<file path="config.mk">
export PLATFORM = sky130hd
export DESIGN_NAME = priority_thread_scheduler_unit
export DESIGN_NICKNAME = d
export VERILOG_FILES = /design/src/hw/rtl/ptsu_pkg.sv /design/src/hw/rtl/ptsu_ram.sv /design/src/hw/rtl/ptsu_ticks.sv /design/src/hw/rtl/priority_thread_scheduler_unit.sv
export SDC_FILE = /design/constraint.sdc
export NUM_CORES = 2
export LEC_CHECK = 0
export BUFFER_PORTS_ARGS = -buffer_cell sky130_fd_sc_hd__buf_2
export CORE_MARGIN = 5
export CORE_UTILIZATION = 53
export CTS_BUF_LIST = sky130_fd_sc_hd__clkbuf_16
export DETAILED_ROUTE_END_ITERATION = 10
export PLACE_DENSITY_LB_ADDON = 0.05
export SYNTH_ARGS = -nofsm -noshare
export SYNTH_HDL_FRONTEND = slang
export SYNTH_HIERARCHICAL = 1
export SYNTH_SLANG_ARGS = --single-unit
</file>
<file path="constraint.sdc">
create_clock -name clk -period 6.1 [get_ports clk]
set_clock_uncertainty 0.05 [all_clocks]
set_input_delay 0.61 -clock clk [delete_from_list [all_inputs] [get_ports clk]]
set_output_delay 0.61 -clock clk [all_outputs]
set_load 0.1 [all_outputs]
</file>
<file path="src/hw/rtl/ptsu_pkg.sv">
// Shared types and constants of the priority thread scheduler unit.
// Holds action, status and placement codes, field widths and the tick unit request.
// No dependencies.
package ptsu_pkg;

    localparam int MAX_THREADS_DEF = 16;
    localparam int PRIO_LEVELS_DEF = 4;

    localparam int ACTION_W  = 3;
    localparam int THREAD_W  = 4;
    localparam int PRIO_W    = 2;
    localparam int DELAY_W   = 16;
    localparam int NOW_W     = 32;
    localparam int STATUS_W  = 2;
    localparam int RATE_W    = 10;
    localparam int IN_DATA_W = 64;
    localparam int OUT_DATA_W = 8;
    localparam int CFG_ADDR_W = 3;

    // Register indexes, decoded from paddr bit 2.
    localparam logic REG_DEFAULT_PRIO = 1'b0;
    localparam logic REG_TICK_RATE    = 1'b1;

    localparam logic [PRIO_W-1:0] DEFAULT_PRIO_RST = 2'd1;
    localparam logic [RATE_W-1:0] TICK_RATE_RST    = 10'd60;

    // Division by 1000 as a multiply by a rounded-up reciprocal and one correction.
    localparam int               MS_PER_SEC  = 1000;
    localparam int               RECIP_SHIFT = 36;
    localparam logic [26:0]      RECIP_MULT  = 27'd68719477;

    typedef enum logic [ACTION_W-1:0] {
        ACT_CREATE    = 3'd0,
        ACT_YIELD     = 3'd1,
        ACT_SLEEP     = 3'd2,
        ACT_WAKE      = 3'd3,
        ACT_TERMINATE = 3'd4,
        ACT_SETPRIO   = 3'd5
    } action_t;

    typedef enum logic [STATUS_W-1:0] {
        ST_OK        = 2'd0,
        ST_NO_THREAD = 2'd1,
        ST_SELF_TERM = 2'd2,
        ST_QUEUED    = 2'd3
    } status_t;

    localparam logic [1:0] PL_UNQUEUED = 2'd0;
    localparam logic [1:0] PL_READY    = 2'd1;
    localparam logic [1:0] PL_SLEEPING = 2'd2;
    localparam logic [1:0] PL_RUNNING  = 2'd3;

    typedef struct packed {
        logic                start;
        logic [DELAY_W-1:0]  delay_ms;
        logic [RATE_W-1:0]   rate;
        logic [NOW_W-1:0]    now;
    } tick_req_t;

endpackage

</file>
<file path="src/hw/rtl/ptsu_ram.sv">
// Generic simple dual-port RAM with one write port and a registered read port.
// No dependencies.
module ptsu_ram #(
    parameter int WIDTH = 8,
    parameter int DEPTH = 16
) (
    input  logic                                  clk,
    input  logic                                  we,
    input  logic [(DEPTH > 1 ? $clog2(DEPTH) : 1)-1:0] waddr,
    input  logic [WIDTH-1:0]                      wdata,
    input  logic [(DEPTH > 1 ? $clog2(DEPTH) : 1)-1:0] raddr,
    output logic [WIDTH-1:0]                      rdata
);

    logic [WIDTH-1:0] mem [DEPTH];
    logic [WIDTH-1:0] rdata_reg;

    always_ff @(posedge clk)
    begin
        if (we)
        begin
            mem[waddr] <= wdata;
        end
        rdata_reg <= mem[raddr];
    end

    assign rdata = rdata_reg;

endmodule

</file>
<file path="src/hw/rtl/ptsu_ticks.sv">
// Four-stage unit that turns a sleep length in milliseconds into a wake tick.
// Depends on ptsu_pkg for the request type and the reciprocal constants.
module ptsu_ticks import ptsu_pkg::*; (
    input  logic             clk,
    input  logic             rst_n,
    input  tick_req_t        req,
    output logic             done,
    output logic [NOW_W-1:0] wake_at
);

    logic [3:0]       vld_reg;
    logic [25:0]      prod_reg;
    logic [52:0]      scaled_reg;
    logic [25:0]      prod2_reg;
    logic [16:0]      ticks_reg;
    logic [NOW_W-1:0] now1_reg, now2_reg, now3_reg;
    logic [NOW_W-1:0] wake_reg;

    logic [16:0] quot_est;
    logic [26:0] quot_back;
    logic [16:0] quot;
    logic [NOW_W:0] wake_sum;

    always_comb
    begin
        quot_est  = scaled_reg[RECIP_SHIFT +: 17];
        quot_back = 27'(quot_est) * 27'(MS_PER_SEC);
        // The rounded-up reciprocal overshoots by at most one.
        quot      = (quot_back > 27'(prod2_reg)) ? quot_est - 17'd1 : quot_est;
        wake_sum  = {1'b0, now3_reg} + (NOW_W + 1)'(ticks_reg);
    end

    always_ff @(posedge clk or negedge rst_n)
    begin
        if (!rst_n)
        begin
            vld_reg <= '0;
        end
        else
        begin
            vld_reg <= {vld_reg[2:0], req.start};
        end
    end

    always_ff @(posedge clk)
    begin
        prod_reg   <= 26'(req.delay_ms) * 26'(req.rate);
        now1_reg   <= req.now;
        scaled_reg <= 53'(prod_reg) * 53'(RECIP_MULT);
        prod2_reg  <= prod_reg;
        now2_reg   <= now1_reg;
        ticks_reg  <= (quot == 17'd0) ? 17'd1 : quot;
        now3_reg   <= now2_reg;
        wake_reg   <= wake_sum[NOW_W] ? '1 : wake_sum[NOW_W-1:0];
    end

    assign done    = vld_reg[3];
    assign wake_at = wake_reg;

endmodule

</file>
<file path="src/hw/rtl/priority_thread_scheduler_unit.sv">
// Strict-priority thread scheduler: per-level FIFO ready queues and a sleep list.
// Wake and terminate walk their list one entry at a time, since every link costs one read
// of the link memory.
// Throughput: one request at a time; the next is taken once the result is registered.
// Reset: all queues empty, thread 0 running, default priority 1, tick rate 60.
// Depends on ptsu_pkg, ptsu_ram and ptsu_ticks.
module priority_thread_scheduler_unit import ptsu_pkg::*; #(
    parameter int MAX_THREADS = MAX_THREADS_DEF,
    parameter int PRIO_LEVELS = PRIO_LEVELS_DEF
) (
    input  logic                  clk,
    input  logic                  rst_n,
    // action[2:0], thread[6:3], priority_req[8:7], delay_ms[24:9], now[56:25]
    input  logic [IN_DATA_W-1:0]  s_axis_tdata,
    input  logic                  s_axis_tvalid,
    output logic                  s_axis_tready,
    // running_thread[3:0], status[5:4]
    output logic [OUT_DATA_W-1:0] m_axis_tdata,
    output logic                  m_axis_tvalid,
    input  logic                  m_axis_tready,
    input  logic                  psel,
    input  logic                  penable,
    input  logic                  pwrite,
    input  logic [CFG_ADDR_W-1:0] paddr,
    input  logic [31:0]           pwdata,
    output logic [31:0]           prdata,
    output logic                  pready
);

    localparam int TW = $clog2(MAX_THREADS);
    localparam int NW = TW + 1;
    localparam int LW = (PRIO_LEVELS > 1) ? $clog2(PRIO_LEVELS) : 1;
    localparam logic [NW-1:0] NIL = NW'(MAX_THREADS);
    localparam logic [LW-1:0] RESET_LVL = (PRIO_LEVELS > 1) ? LW'(1) : LW'(0);

    typedef struct packed {
        logic [NOW_W-1:0] wake;
        logic [LW-1:0]    lv;
        logic [1:0]       plc;
    } info_t;

    typedef enum logic [16:0] {
        S_IDLE  = 17'h00001,
        S_C_CHK = 17'h00002,
        S_YIELD = 17'h00004,
        S_Y_CHK = 17'h00008,
        S_AP1   = 17'h00010,
        S_AP2   = 17'h00020,
        S_PICK  = 17'h00040,
        S_PK2   = 17'h00080,
        S_SL_M  = 17'h00100,
        S_SL_W  = 17'h00200,
        S_W_RD  = 17'h00400,
        S_W_CHK = 17'h00800,
        S_T_CHK = 17'h01000,
        S_U_RD  = 17'h02000,
        S_U_CHK = 17'h04000,
        S_U_FIN = 17'h08000,
        S_DONE  = 17'h10000
    } state_t;

    function automatic logic [LW-1:0] clamp_lvl(input logic [31:0] v);
        clamp_lvl = (v < 32'(PRIO_LEVELS)) ? LW'(v) : LW'(PRIO_LEVELS - 1);
    endfunction

    // Input field views.
    logic [ACTION_W-1:0] in_action;
    logic [THREAD_W-1:0] in_thread;
    logic [PRIO_W-1:0]   in_prio;
    logic [DELAY_W-1:0]  in_delay;
    logic [NOW_W-1:0]    in_now;

    assign in_action = s_axis_tdata[2:0];
    assign in_thread = s_axis_tdata[6:3];
    assign in_prio   = s_axis_tdata[8:7];
    assign in_delay  = s_axis_tdata[24:9];
    assign in_now    = s_axis_tdata[56:25];

    state_t state_reg, state_next, ret_reg, ret_next;

    logic [PRIO_W-1:0]   dprio_reg;
    logic [RATE_W-1:0]   rate_reg;
    logic [ACTION_W-1:0] act_reg, act_next;
    logic [THREAD_W-1:0] th_raw_reg, th_raw_next;
    logic [TW-1:0]       th_reg, th_next;
    logic [PRIO_W-1:0]   preq_reg, preq_next;
    logic [NOW_W-1:0]    now_reg, now_next;

    logic [NW-1:0] head_reg [PRIO_LEVELS];
    logic [NW-1:0] head_next [PRIO_LEVELS];
    logic [NW-1:0] tail_reg [PRIO_LEVELS];
    logic [NW-1:0] tail_next [PRIO_LEVELS];
    logic [NW-1:0] sleep_head_reg, sleep_head_next;
    logic [TW-1:0] running_reg, running_next;
    logic          rv_reg, rv_next;

    logic [TW-1:0]    ap_t_reg, ap_t_next;
    logic [LW-1:0]    ap_lv_reg, ap_lv_next;
    logic [NOW_W-1:0] ap_wake_reg, ap_wake_next;
    logic [NW-1:0]    cur_reg, cur_next;
    logic [NW-1:0]    prev_reg, prev_next;
    logic [NW-1:0]    guard_reg, guard_next;
    logic             u_ready_reg, u_ready_next;
    status_t          status_reg, status_next;
    logic             report_reg, report_next;

    logic                  out_valid_reg, out_valid_next;
    logic [OUT_DATA_W-1:0] out_data_reg, out_data_next;

    logic [MAX_THREADS-1:0] inf_vld_reg, inf_vld_next;
    logic [MAX_THREADS-1:0] lnk_vld_reg, lnk_vld_next;
    logic                   inf_rv_reg, lnk_rv_reg;
    logic [TW-1:0]          inf_ra_reg;

    logic          inf_we, lnk_we;
    logic [TW-1:0] inf_waddr, inf_raddr, lnk_waddr, lnk_raddr;
    info_t         inf_wdata, inf_rdata, inf_eff;
    logic [NW-1:0] lnk_wdata, lnk_rdata, lnk_eff;

    tick_req_t        tick_req;
    logic             tick_done;
    logic [NOW_W-1:0] tick_wake;

    logic          s_accept, apb_wr;
    logic          th_ok, pick_found, cur_nil, guard_end;
    logic [LW-1:0] pick_lv;
    logic          ht_ok;

    assign s_accept      = s_axis_tvalid && s_axis_tready;
    assign s_axis_tready = (state_reg == S_IDLE);
    assign m_axis_tvalid = out_valid_reg;
    assign m_axis_tdata  = out_data_reg;
    assign pready        = 1'b1;
    assign apb_wr        = psel && penable && pwrite;
    assign prdata        = (paddr[2] == REG_TICK_RATE) ? 32'(rate_reg) : 32'(dprio_reg);

    ptsu_ram #(.WIDTH($bits(info_t)), .DEPTH(MAX_THREADS)) u_info_ram (
        .clk   (clk),
        .we    (inf_we),
        .waddr (inf_waddr),
        .wdata (inf_wdata),
        .raddr (inf_raddr),
        .rdata (inf_rdata)
    );

    ptsu_ram #(.WIDTH(NW), .DEPTH(MAX_THREADS)) u_link_ram (
        .clk   (clk),
        .we    (lnk_we),
        .waddr (lnk_waddr),
        .wdata (lnk_wdata),
        .raddr (lnk_raddr),
        .rdata (lnk_rdata)
    );

    ptsu_ticks u_ticks (
        .clk     (clk),
        .rst_n   (rst_n),
        .req     (tick_req),
        .done    (tick_done),
        .wake_at (tick_wake)
    );

    // Entries never written read as their reset contents.
    always_comb
    begin
        if (inf_rv_reg)
        begin
            inf_eff = inf_rdata;
        end
        else
        begin
            inf_eff.wake = '0;
            inf_eff.lv   = RESET_LVL;
            inf_eff.plc  = (inf_ra_reg == '0) ? PL_RUNNING : PL_UNQUEUED;
        end
        lnk_eff = lnk_rv_reg ? lnk_rdata : NIL;
    end

    always_comb
    begin
        pick_found = 1'b0;
        pick_lv    = '0;
        ht_ok      = 1'b1;
        for (int i = 0; i < PRIO_LEVELS; i++)
        begin
            if (head_reg[i] != NIL)
            begin
                pick_found = 1'b1;
                pick_lv    = LW'(i);
            end
            ht_ok = ht_ok && ((head_reg[i] == NIL) == (tail_reg[i] == NIL));
        end
    end

    assign th_ok     = (32'(in_thread) < 32'(MAX_THREADS));
    assign cur_nil   = (cur_reg >= NIL);
    assign guard_end = (guard_reg == NW'(MAX_THREADS));

    always_comb
    begin
        state_next      = state_reg;
        ret_next        = ret_reg;
        act_next        = act_reg;
        th_raw_next     = th_raw_reg;
        th_next         = th_reg;
        preq_next       = preq_reg;
        now_next        = now_reg;
        head_next       = head_reg;
        tail_next       = tail_reg;
        sleep_head_next = sleep_head_reg;
        running_next    = running_reg;
        rv_next         = rv_reg;
        ap_t_next       = ap_t_reg;
        ap_lv_next      = ap_lv_reg;
        ap_wake_next    = ap_wake_reg;
        cur_next        = cur_reg;
        prev_next       = prev_reg;
        guard_next      = guard_reg;
        u_ready_next    = u_ready_reg;
        status_next     = status_reg;
        report_next     = report_reg;
        out_valid_next  = out_valid_reg;
        out_data_next   = out_data_reg;

        inf_we    = 1'b0;
        inf_waddr = ap_t_reg;
        inf_wdata = '0;
        inf_raddr = '0;
        lnk_we    = 1'b0;
        lnk_waddr = ap_t_reg;
        lnk_wdata = NIL;
        lnk_raddr = '0;

        tick_req.start    = 1'b0;
        tick_req.delay_ms = in_delay;
        tick_req.rate     = rate_reg;
        tick_req.now      = in_now;

        if (out_valid_reg && m_axis_tready)
        begin
            out_valid_next = 1'b0;
        end

        unique case (state_reg)
            S_IDLE:
            begin
                if (s_accept)
                begin
                    act_next    = in_action;
                    th_raw_next = in_thread;
                    th_next     = TW'(in_thread);
                    preq_next   = in_prio;
                    now_next    = in_now;
                    report_next = 1'b0;
                    status_next = ST_OK;
                    unique case (action_t'(in_action))
                        ACT_CREATE:
                        begin
                            inf_raddr  = TW'(in_thread);
                            state_next = th_ok ? S_C_CHK : S_DONE;
                        end
                        ACT_YIELD, ACT_SETPRIO:
                        begin
                            state_next = S_YIELD;
                        end
                        ACT_SLEEP:
                        begin
                            tick_req.start = rv_reg;
                            state_next     = rv_reg ? S_SL_M : S_PICK;
                        end
                        ACT_WAKE:
                        begin
                            cur_next        = sleep_head_reg;
                            sleep_head_next = NIL;
                            guard_next      = '0;
                            state_next      = S_W_RD;
                        end
                        ACT_TERMINATE:
                        begin
                            inf_raddr  = TW'(in_thread);
                            state_next = th_ok ? S_T_CHK : S_DONE;
                        end
                        default:
                        begin
                            state_next = S_DONE;
                        end
                    endcase
                end
            end

            S_C_CHK:
            begin
                if (inf_eff.plc != PL_UNQUEUED &&
                    (inf_eff.plc != PL_RUNNING || (rv_reg && running_reg == th_reg)))
                begin
                    status_next = ST_QUEUED;
                    state_next  = S_DONE;
                end
                else
                begin
                    ap_t_next    = th_reg;
                    ap_lv_next   = clamp_lvl(32'(dprio_reg));
                    ap_wake_next = inf_eff.wake;
                    ret_next     = S_DONE;
                    state_next   = S_AP1;
                end
            end

            S_YIELD:
            begin
                inf_raddr  = running_reg;
                state_next = rv_reg ? S_Y_CHK : S_PICK;
            end

            S_Y_CHK:
            begin
                ap_t_next    = running_reg;
                ap_lv_next   = (action_t'(act_reg) == ACT_SETPRIO) ?
                               clamp_lvl(32'(preq_reg)) : inf_eff.lv;
                ap_wake_next = inf_eff.wake;
                ret_next     = S_PICK;
                state_next   = S_AP1;
            end

            // Append ap_t at the tail of its level.
            S_AP1:
            begin
                inf_we         = 1'b1;
                inf_waddr      = ap_t_reg;
                inf_wdata.wake = ap_wake_reg;
                inf_wdata.lv   = ap_lv_reg;
                inf_wdata.plc  = PL_READY;
                lnk_we         = 1'b1;
                lnk_waddr      = ap_t_reg;
                lnk_wdata      = NIL;
                if (head_reg[ap_lv_reg] == NIL)
                begin
                    head_next[ap_lv_reg] = NW'(ap_t_reg);
                    tail_next[ap_lv_reg] = NW'(ap_t_reg);
                    state_next           = ret_reg;
                end
                else
                begin
                    state_next = S_AP2;
                end
            end

            S_AP2:
            begin
                lnk_we               = 1'b1;
                lnk_waddr            = TW'(tail_reg[ap_lv_reg]);
                lnk_wdata            = NW'(ap_t_reg);
                tail_next[ap_lv_reg] = NW'(ap_t_reg);
                state_next           = ret_reg;
            end

            S_PICK:
            begin
                if (pick_found)
                begin
                    ap_lv_next = pick_lv;
                    ap_t_next  = TW'(head_reg[pick_lv]);
                    inf_raddr  = TW'(head_reg[pick_lv]);
                    lnk_raddr  = TW'(head_reg[pick_lv]);
                    state_next = S_PK2;
                end
                else
                begin
                    rv_next     = 1'b0;
                    status_next = ST_NO_THREAD;
                    state_next  = S_DONE;
                end
            end

            S_PK2:
            begin
                head_next[ap_lv_reg] = lnk_eff;
                if (lnk_eff >= NIL)
                begin
                    tail_next[ap_lv_reg] = NIL;
                end
                lnk_we         = 1'b1;
                lnk_waddr      = ap_t_reg;
                lnk_wdata      = NIL;
                inf_we         = 1'b1;
                inf_waddr      = ap_t_reg;
                inf_wdata.wake = inf_eff.wake;
                inf_wdata.lv   = inf_eff.lv;
                inf_wdata.plc  = PL_RUNNING;
                running_next   = ap_t_reg;
                rv_next        = 1'b1;
                status_next    = ST_OK;
                state_next     = S_DONE;
            end

            // The tick unit keeps computing on the live bus, so its answer is held here.
            S_SL_M:
            begin
                if (tick_done)
                begin
                    ap_wake_next = tick_wake;
                    inf_raddr    = running_reg;
                    state_next   = S_SL_W;
                end
            end

            S_SL_W:
            begin
                inf_we          = 1'b1;
                inf_waddr       = running_reg;
                inf_wdata.wake  = ap_wake_reg;
                inf_wdata.lv    = inf_eff.lv;
                inf_wdata.plc   = PL_SLEEPING;
                lnk_we          = 1'b1;
                lnk_waddr       = running_reg;
                lnk_wdata       = sleep_head_reg;
                sleep_head_next = NW'(running_reg);
                rv_next         = 1'b0;
                state_next      = S_PICK;
            end

            S_W_RD:
            begin
                if (cur_nil || guard_end)
                begin
                    state_next = S_YIELD;
                end
                else
                begin
                    inf_raddr  = TW'(cur_reg);
                    lnk_raddr  = TW'(cur_reg);
                    state_next = S_W_CHK;
                end
            end

            // Expired sleepers are queued, the rest are pushed onto a fresh list.
            S_W_CHK:
            begin
                guard_next = guard_reg + NW'(1);
                cur_next   = lnk_eff;
                if (inf_eff.wake > now_reg)
                begin
                    lnk_we          = 1'b1;
                    lnk_waddr       = TW'(cur_reg);
                    lnk_wdata       = sleep_head_reg;
                    sleep_head_next = cur_reg;
                    state_next      = S_W_RD;
                end
                else
                begin
                    ap_t_next    = TW'(cur_reg);
                    ap_lv_next   = inf_eff.lv;
                    ap_wake_next = inf_eff.wake;
                    ret_next     = S_W_RD;
                    state_next   = S_AP1;
                end
            end

            S_T_CHK:
            begin
                ap_t_next    = th_reg;
                ap_lv_next   = inf_eff.lv;
                ap_wake_next = inf_eff.wake;
                if (rv_reg && running_reg == th_reg)
                begin
                    inf_we         = 1'b1;
                    inf_waddr      = th_reg;
                    inf_wdata.wake = inf_eff.wake;
                    inf_wdata.lv   = inf_eff.lv;
                    inf_wdata.plc  = PL_UNQUEUED;
                    rv_next        = 1'b0;
                    status_next    = ST_SELF_TERM;
                    report_next    = 1'b1;
                    state_next     = S_DONE;
                end
                else if (inf_eff.plc == PL_READY || inf_eff.plc == PL_SLEEPING)
                begin
                    u_ready_next = (inf_eff.plc == PL_READY);
                    cur_next     = (inf_eff.plc == PL_READY) ? head_reg[inf_eff.lv] :
                                   sleep_head_reg;
                    prev_next    = NIL;
                    guard_next   = '0;
                    state_next   = S_U_RD;
                end
                else
                begin
                    state_next = S_DONE;
                end
            end

            S_U_RD:
            begin
                if (cur_nil || guard_end)
                begin
                    state_next = S_U_FIN;
                end
                else
                begin
                    lnk_raddr  = TW'(cur_reg);
                    state_next = S_U_CHK;
                end
            end

            S_U_CHK:
            begin
                if (cur_reg == NW'(ap_t_reg))
                begin
                    if (prev_reg < NIL)
                    begin
                        lnk_we    = 1'b1;
                        lnk_waddr = TW'(prev_reg);
                        lnk_wdata = lnk_eff;
                    end
                    else if (u_ready_reg)
                    begin
                        head_next[ap_lv_reg] = lnk_eff;
                    end
                    else
                    begin
                        sleep_head_next = lnk_eff;
                    end
                    if (u_ready_reg && tail_reg[ap_lv_reg] == NW'(ap_t_reg))
                    begin
                        tail_next[ap_lv_reg] = prev_reg;
                    end
                    state_next = S_U_FIN;
                end
                else
                begin
                    prev_next  = cur_reg;
                    cur_next   = lnk_eff;
                    guard_next = guard_reg + NW'(1);
                    state_next = S_U_RD;
                end
            end

            S_U_FIN:
            begin
                lnk_we         = 1'b1;
                lnk_waddr      = ap_t_reg;
                lnk_wdata      = NIL;
                inf_we         = 1'b1;
                inf_waddr      = ap_t_reg;
                inf_wdata.wake = ap_wake_reg;
                inf_wdata.lv   = ap_lv_reg;
                inf_wdata.plc  = PL_UNQUEUED;
                state_next     = S_DONE;
            end

            S_DONE:
            begin
                if (!out_valid_reg || m_axis_tready)
                begin
                    out_valid_next = 1'b1;
                    out_data_next  = {2'b00, status_reg,
                                      report_reg ? th_raw_reg : THREAD_W'(running_reg)};
                    state_next     = S_IDLE;
                end
            end

            default:
            begin
                state_next = S_IDLE;
            end
        endcase
    end

    always_comb
    begin
        inf_vld_next = inf_vld_reg;
        lnk_vld_next = lnk_vld_reg;
        if (inf_we)
        begin
            inf_vld_next[inf_waddr] = 1'b1;
        end
        if (lnk_we)
        begin
            lnk_vld_next[lnk_waddr] = 1'b1;
        end
    end

    always_ff @(posedge clk or negedge rst_n)
    begin
        if (!rst_n)
        begin
            state_reg      <= S_IDLE;
            ret_reg        <= S_DONE;
            dprio_reg      <= DEFAULT_PRIO_RST;
            rate_reg       <= TICK_RATE_RST;
            for (int i = 0; i < PRIO_LEVELS; i++)
            begin
                head_reg[i] <= NIL;
                tail_reg[i] <= NIL;
            end
            sleep_head_reg <= NIL;
            running_reg    <= '0;
            rv_reg         <= 1'b1;
            status_reg     <= ST_OK;
            report_reg     <= 1'b0;
            out_valid_reg  <= 1'b0;
            inf_vld_reg    <= '0;
            lnk_vld_reg    <= '0;
            inf_rv_reg     <= 1'b0;
            lnk_rv_reg     <= 1'b0;
            inf_ra_reg     <= '0;
        end
        else
        begin
            state_reg      <= state_next;
            ret_reg        <= ret_next;
            if (apb_wr)
            begin
                if (paddr[2] == REG_TICK_RATE)
                begin
                    rate_reg <= pwdata[RATE_W-1:0];
                end
                else
                begin
                    dprio_reg <= pwdata[PRIO_W-1:0];
                end
            end
            head_reg       <= head_next;
            tail_reg       <= tail_next;
            sleep_head_reg <= sleep_head_next;
            running_reg    <= running_next;
            rv_reg         <= rv_next;
            status_reg     <= status_next;
            report_reg     <= report_next;
            out_valid_reg  <= out_valid_next;
            inf_vld_reg    <= inf_vld_next;
            lnk_vld_reg    <= lnk_vld_next;
            inf_rv_reg     <= inf_vld_reg[inf_raddr];
            lnk_rv_reg     <= lnk_vld_reg[lnk_raddr];
            inf_ra_reg     <= inf_raddr;
        end
    end

    always_ff @(posedge clk)
    begin
        act_reg      <= act_next;
        th_raw_reg   <= th_raw_next;
        th_reg       <= th_next;
        preq_reg     <= preq_next;
        now_reg      <= now_next;
        ap_t_reg     <= ap_t_next;
        ap_lv_reg    <= ap_lv_next;
        ap_wake_reg  <= ap_wake_next;
        cur_reg      <= cur_next;
        prev_reg     <= prev_next;
        guard_reg    <= guard_next;
        u_ready_reg  <= u_ready_next;
        out_data_reg <= out_data_next;
    end

    // A level's head and tail are empty together whenever no request is in flight.
    a_queue_ends: assert property (@(posedge clk) disable iff (!rst_n)
        (state_reg == S_IDLE) |-> ht_ok)
        else $error("ready queue head and tail disagree on emptiness");

    // The tick unit only finishes while a sleep request waits for it.
    a_tick_owner: assert property (@(posedge clk) disable iff (!rst_n)
        tick_done |-> (state_reg == S_SL_M))
        else $error("wake tick delivered outside a sleep request");

    // A list walk never runs past the number of thread slots.
    a_walk_bound: assert property (@(posedge clk) disable iff (!rst_n)
        (state_reg == S_U_RD || state_reg == S_W_RD) |-> (guard_reg <= NW'(MAX_THREADS)))
        else $error("list walk exceeded thread count");

endmodule
</file>
==> impl_summary.md <==
Layout
In the final layout, the share of cells above drive strength 1 is 0.2113. The number of nets in the layout is between 6,000 and 7,000. The filler cells instantiated in the layout total ~9,000. The register with the most flip-flops in the layout has between 500 and 600 of them. Relative to the synthesized area, the layout overhead comes to 15.48%.

Synthesis
The top flip-flop cell by instance count after synthesis is sky130_fd_sc_hd__edfxtp_1. Dividing the synthesized area by the synthesized cell count gives approximately 13 sq um. The share of synthesized area in the top cell type comes to 0.3613. The count of flip-flops with a built-in enable after synthesis is 757. After synthesis the cells add up to roughly 0.063 sq mm. Of all cell types, the one taking the most synthesized area is sky130_fd_sc_hd__edfxtp_1. Synthesis inferred 1,140 register bits. The share of the Yosys chip area taken by registers is 0.4937. By area the synthesized netlist is led by sky130_fd_sc_hd__edfxtp_1 36%, sky130_fd_sc_hd__fa_1 12%, sky130_fd_sc_hd__ha_1 9.4%, sky130_fd_sc_hd__dfxtp_1 8.1%, sky130_fd_sc_hd__mux4_2 6.2%.

The total number of yosys warnings is 6. The most common cell in the synthesized netlist is sky130_fd_sc_hd__edfxtp_1. Counting instances in the post-synthesis netlist gives the leading cell types as 757 x sky130_fd_sc_hd__edfxtp_1, 670 x sky130_fd_sc_hd__inv_1, 473 x sky130_fd_sc_hd__ha_1. In the synthesized netlist the async set-or-reset flop fraction comes to 0.1123.

The number of unique standard cell types used by synthesis is between 100 and 150. The gate count after technology mapping is between 4,000 and 5,000.

Clocking
TritonCTS built the clock tree. The cell chosen for the clock root is sky130_fd_sc_hd__clkbuf_16. The clock reaches the later pin of the worst-skew pair after 0.75 ns. The number of H-tree branching levels is 3.

The tree built by TritonCTS fans out to approximately 1,100 sinks. The total CTS buffers is ~120. The number of buffers between clock root and the deepest sink is 3. Clock-pin slew was measured on the worst setup and hold paths at about 0.060 ns.

Outcome
The final reports fail on setup timing. The run finished, with violations left.

Floorplan
Row generation in the floorplan step produced around 130 rows. The number of top-level pins is around 150. The height of the die is 354.5 microns.

The initial core utilization is 0.5335. The floorplan die area is roughly 0.13 sq mm. In this run the horizontal extent of the chip is ~350 microns. The total core area is between 0.1 and 0.15 sq mm.

Drt
The total number of vias is 38,430. The final routed wirelength across all metal layers is 160,200 microns. For this block, the initial DRC count from the detailed router was roughly 2,800. The residual antenna-violating net count after detailed routing is 0.

For this run, the detailed router's first-pass iteration total came to 7. The routed length per placed instance is between 20 and 25 microns. Using the TritonRoute via totals, the vias-per-cell ratio works out to between 5 and 6. After detailed routing, the number of remaining DRC violations is 0.

Critical path
On the worst path, the slowest cell contributes a delay of approximately 0.56 ns. The worst setup path is captured at a flop. The critical path goes through buf_4, fa_1, inv_1, fa_1, fa_1, fa_1, inv_1, fa_1, inv_1, fa_1, inv_1, fa_2, ha_1, and4_1, a32oi_2, nor4bb_4, a21oi_2, a31o_2, a2111o_1, a31oi_2, xnor2_1. The number of cells on the worst reg-to-reg path is 21. The data required time of the worst path is about 6.7 ns. The most numerous cell type found on the critical path is sky130_fd_sc_hd__fa_1. The data arrival time of the critical path is 6.89 ns. The worst setup path is launched from a flop. The setup path with the least slack is of type reg -> reg. In this run the worst path has a maximum fanout of 4. The worst register-to-register path begins at u_ticks/prod_reg[15]$_DFF_P_.

Across all register-to-register paths, the minimum setup slack is -0.23 ns. The endpoint identified for the worst register-to-register timing path is u_ticks/scaled_reg[51]$_DFF_P_. The cell with the largest stage delay on the worst path is sky130_fd_sc_hd__fa_1.

STA
On the final layout, the worst hold slack is about 0.044 ns. Setup violations remaining at the end of the flow were counted as 7. In the finished design, the share of the clock period the worst path needs comes to 1.037. The number of hold-slack violations in the final timing report is 0. After layout, the minimum clock period comes to between 6 and 7 ns. The relative slew slack is 0.1149. The fmax is between 150 and 200 MHz. Setup repair after global routing could not meet its margin everywhere. After layout, the worst setup slack is -0.2272 ns.

The final count of pins violating max slew is 0. The final total negative setup slack is -0.6826 ns. The slew of the pin with the lowest slew margin is 1.328 ns.

Flow run
Max-cap violations in this run came to 0.

Place
The placer congestion estimate is a little under 0.9. The sum of net half-perimeters after detailed placement is about 110,000 microns. Port buffering added around 90 buffers.

Min path
In this run the most critical hold path is launched from s_axis_tdata[41]. The worst hold path terminates at u_ticks/now1_reg[16]$_DFF_P_. The hold-critical path depth is 1. The min-delay analysis places its worst path in the category in -> reg.

Global route
The first-pass GRT wire length is approximately 240,000 microns. For this run the aggregate overflow at the end of global routing stands at 0. Entering global routing, the biggest net connects a little over 80 pins. In the global route stage, overall resource usage came out at 0.2553.

The number of global-route vias before repair is around 40,000. The initial antenna violation count is 7.
==> cell type report <==
cell class / count / area (sq um) / share of cell area
Multi-Input combinational cell: 2784 / 29600 / 0.4074
Sequential cell: 1140 / 31100 / 0.4281
Clock buffer: 120 / 3003 / 0.04133
Clock inverter: 106 / 932.1 / 0.01283
Inverter: 674 / 2546 / 0.03504
Antenna cell: 3 / 7.507 / 0.0001033
Timing Repair Buffer: 458 / 3541 / 0.04874
Tap cell: 1536 / 1922 / 0.02645
==> cells in the final DEF (no fill, tap or decap), types with 29 or more instances in the layout <==
master / count
sky130_fd_sc_hd__nor2_1: 119
sky130_fd_sc_hd__a22o_1: 32
sky130_fd_sc_hd__clkbuf_16: 120
sky130_fd_sc_hd__edfxtp_1: 757
sky130_fd_sc_hd__dlygate4sd3_1: 34
sky130_fd_sc_hd__dfrtp_1: 109
sky130_fd_sc_hd__buf_2: 91
sky130_fd_sc_hd__mux4_2: 174
sky130_fd_sc_hd__nand3_1: 61
sky130_fd_sc_hd__buf_4: 298
sky130_fd_sc_hd__fa_1: 368
sky130_fd_sc_hd__nor3_1: 38
sky130_fd_sc_hd__ha_1: 455
sky130_fd_sc_hd__a21oi_1: 79
sky130_fd_sc_hd__mux2_2: 72
sky130_fd_sc_hd__inv_1: 669
sky130_fd_sc_hd__nand2_1: 318
sky130_fd_sc_hd__a21o_1: 43
sky130_fd_sc_hd__a22oi_1: 88
sky130_fd_sc_hd__xor2_1: 29
sky130_fd_sc_hd__o21ai_0: 89
sky130_fd_sc_hd__xnor2_1: 69
sky130_fd_sc_hd__and3_1: 31
sky130_fd_sc_hd__and2_1: 128
sky130_fd_sc_hd__dfxtp_1: 236
==> per-layer routing <==
layer,GRT usage,share of wire
met5,0,0.00026
met3,0.03818,0.058
met2,0.4256,0.49
met1,0.3559,0.43
met4,0.06411,0.024
==> how the worst max path moves through the flow <==
stage	from	cells after the start	to
finish	u_ticks/prod_reg[15]$_DFF_P_	21	u_ticks/scaled_reg[51]$_DFF_P_
global placement	u_ticks/scaled_reg[37]$_DFF_P_	25	u_ticks/ticks_reg[0]$_SDFF_PN1_
detailed placement	u_ticks/prod_reg[11]$_DFF_P_	20	u_ticks/scaled_reg[39]$_DFF_P_
global route	u_ticks/prod_reg[15]$_DFF_P_	21	u_ticks/scaled_reg[51]$_DFF_P_
floorplan	u_ticks/scaled_reg[38]$_DFF_P_	26	u_ticks/ticks_reg[0]$_SDFF_PN1_
CTS	u_ticks/prod_reg[17]$_DFF_P_	21	u_ticks/scaled_reg[51]$_DFF_P_
==> critical path, delay by kind of cell, from the launching register on <==
family / cells / cell delay [ns]
AND/OR/NAND/NOR: 2 / 0.45
adder cells (fa/ha/maj): 8 / 3.62
AO/OA/AOI/OAI: 5 / 1.23
XOR/XNOR: 1 / 0.14
buffers and inverters: 5 / 0.41
flip-flops: 1 / 0.36
==> stage by stage <==
stage               cell area [sq um]    util  cells  setup WS [ns]
floorplan                       63030       -   4753       -0.01103
global placement                67270  0.5705   6533        -0.5066
detailed placement              67270  0.5705   6533        -0.5824
CTS                             71970  0.6103   6808        -0.2657
global route                    72650  0.6161   6818        -0.4298
finish                          72660  0.6161   6821        -0.2272
==> cell families (layout without fill, tap and decap cells) <==
family	Yosys count	after routing	share of synthesized area
xor+xnor	110	110	0.01531
fa+ha+maj	854	854	0.2153
flops	1140	1140	0.4937
other cells	2	28	0.0001194
mux	277	277	0.08074
buf+inv	829	1358	0.05288
compound gates	579	579	0.06489
simple gates	939	939	0.07706
==> what timing repair did <==
action / in CTS / in global routing
buffers inserted: 15 / 15
setup endpoints to repair: 33 / 35
pin swaps: 51 / 87
gates cloned: 0 / 0
endpoints found under the hold margin: 121 / 0
resized for setup: 69 / 135
hold buffers: 34 / 0
Power is left out: the tool's default activity adds up to more than one toggle a clock period on the data nets, which glitch-free logic cannot reach.
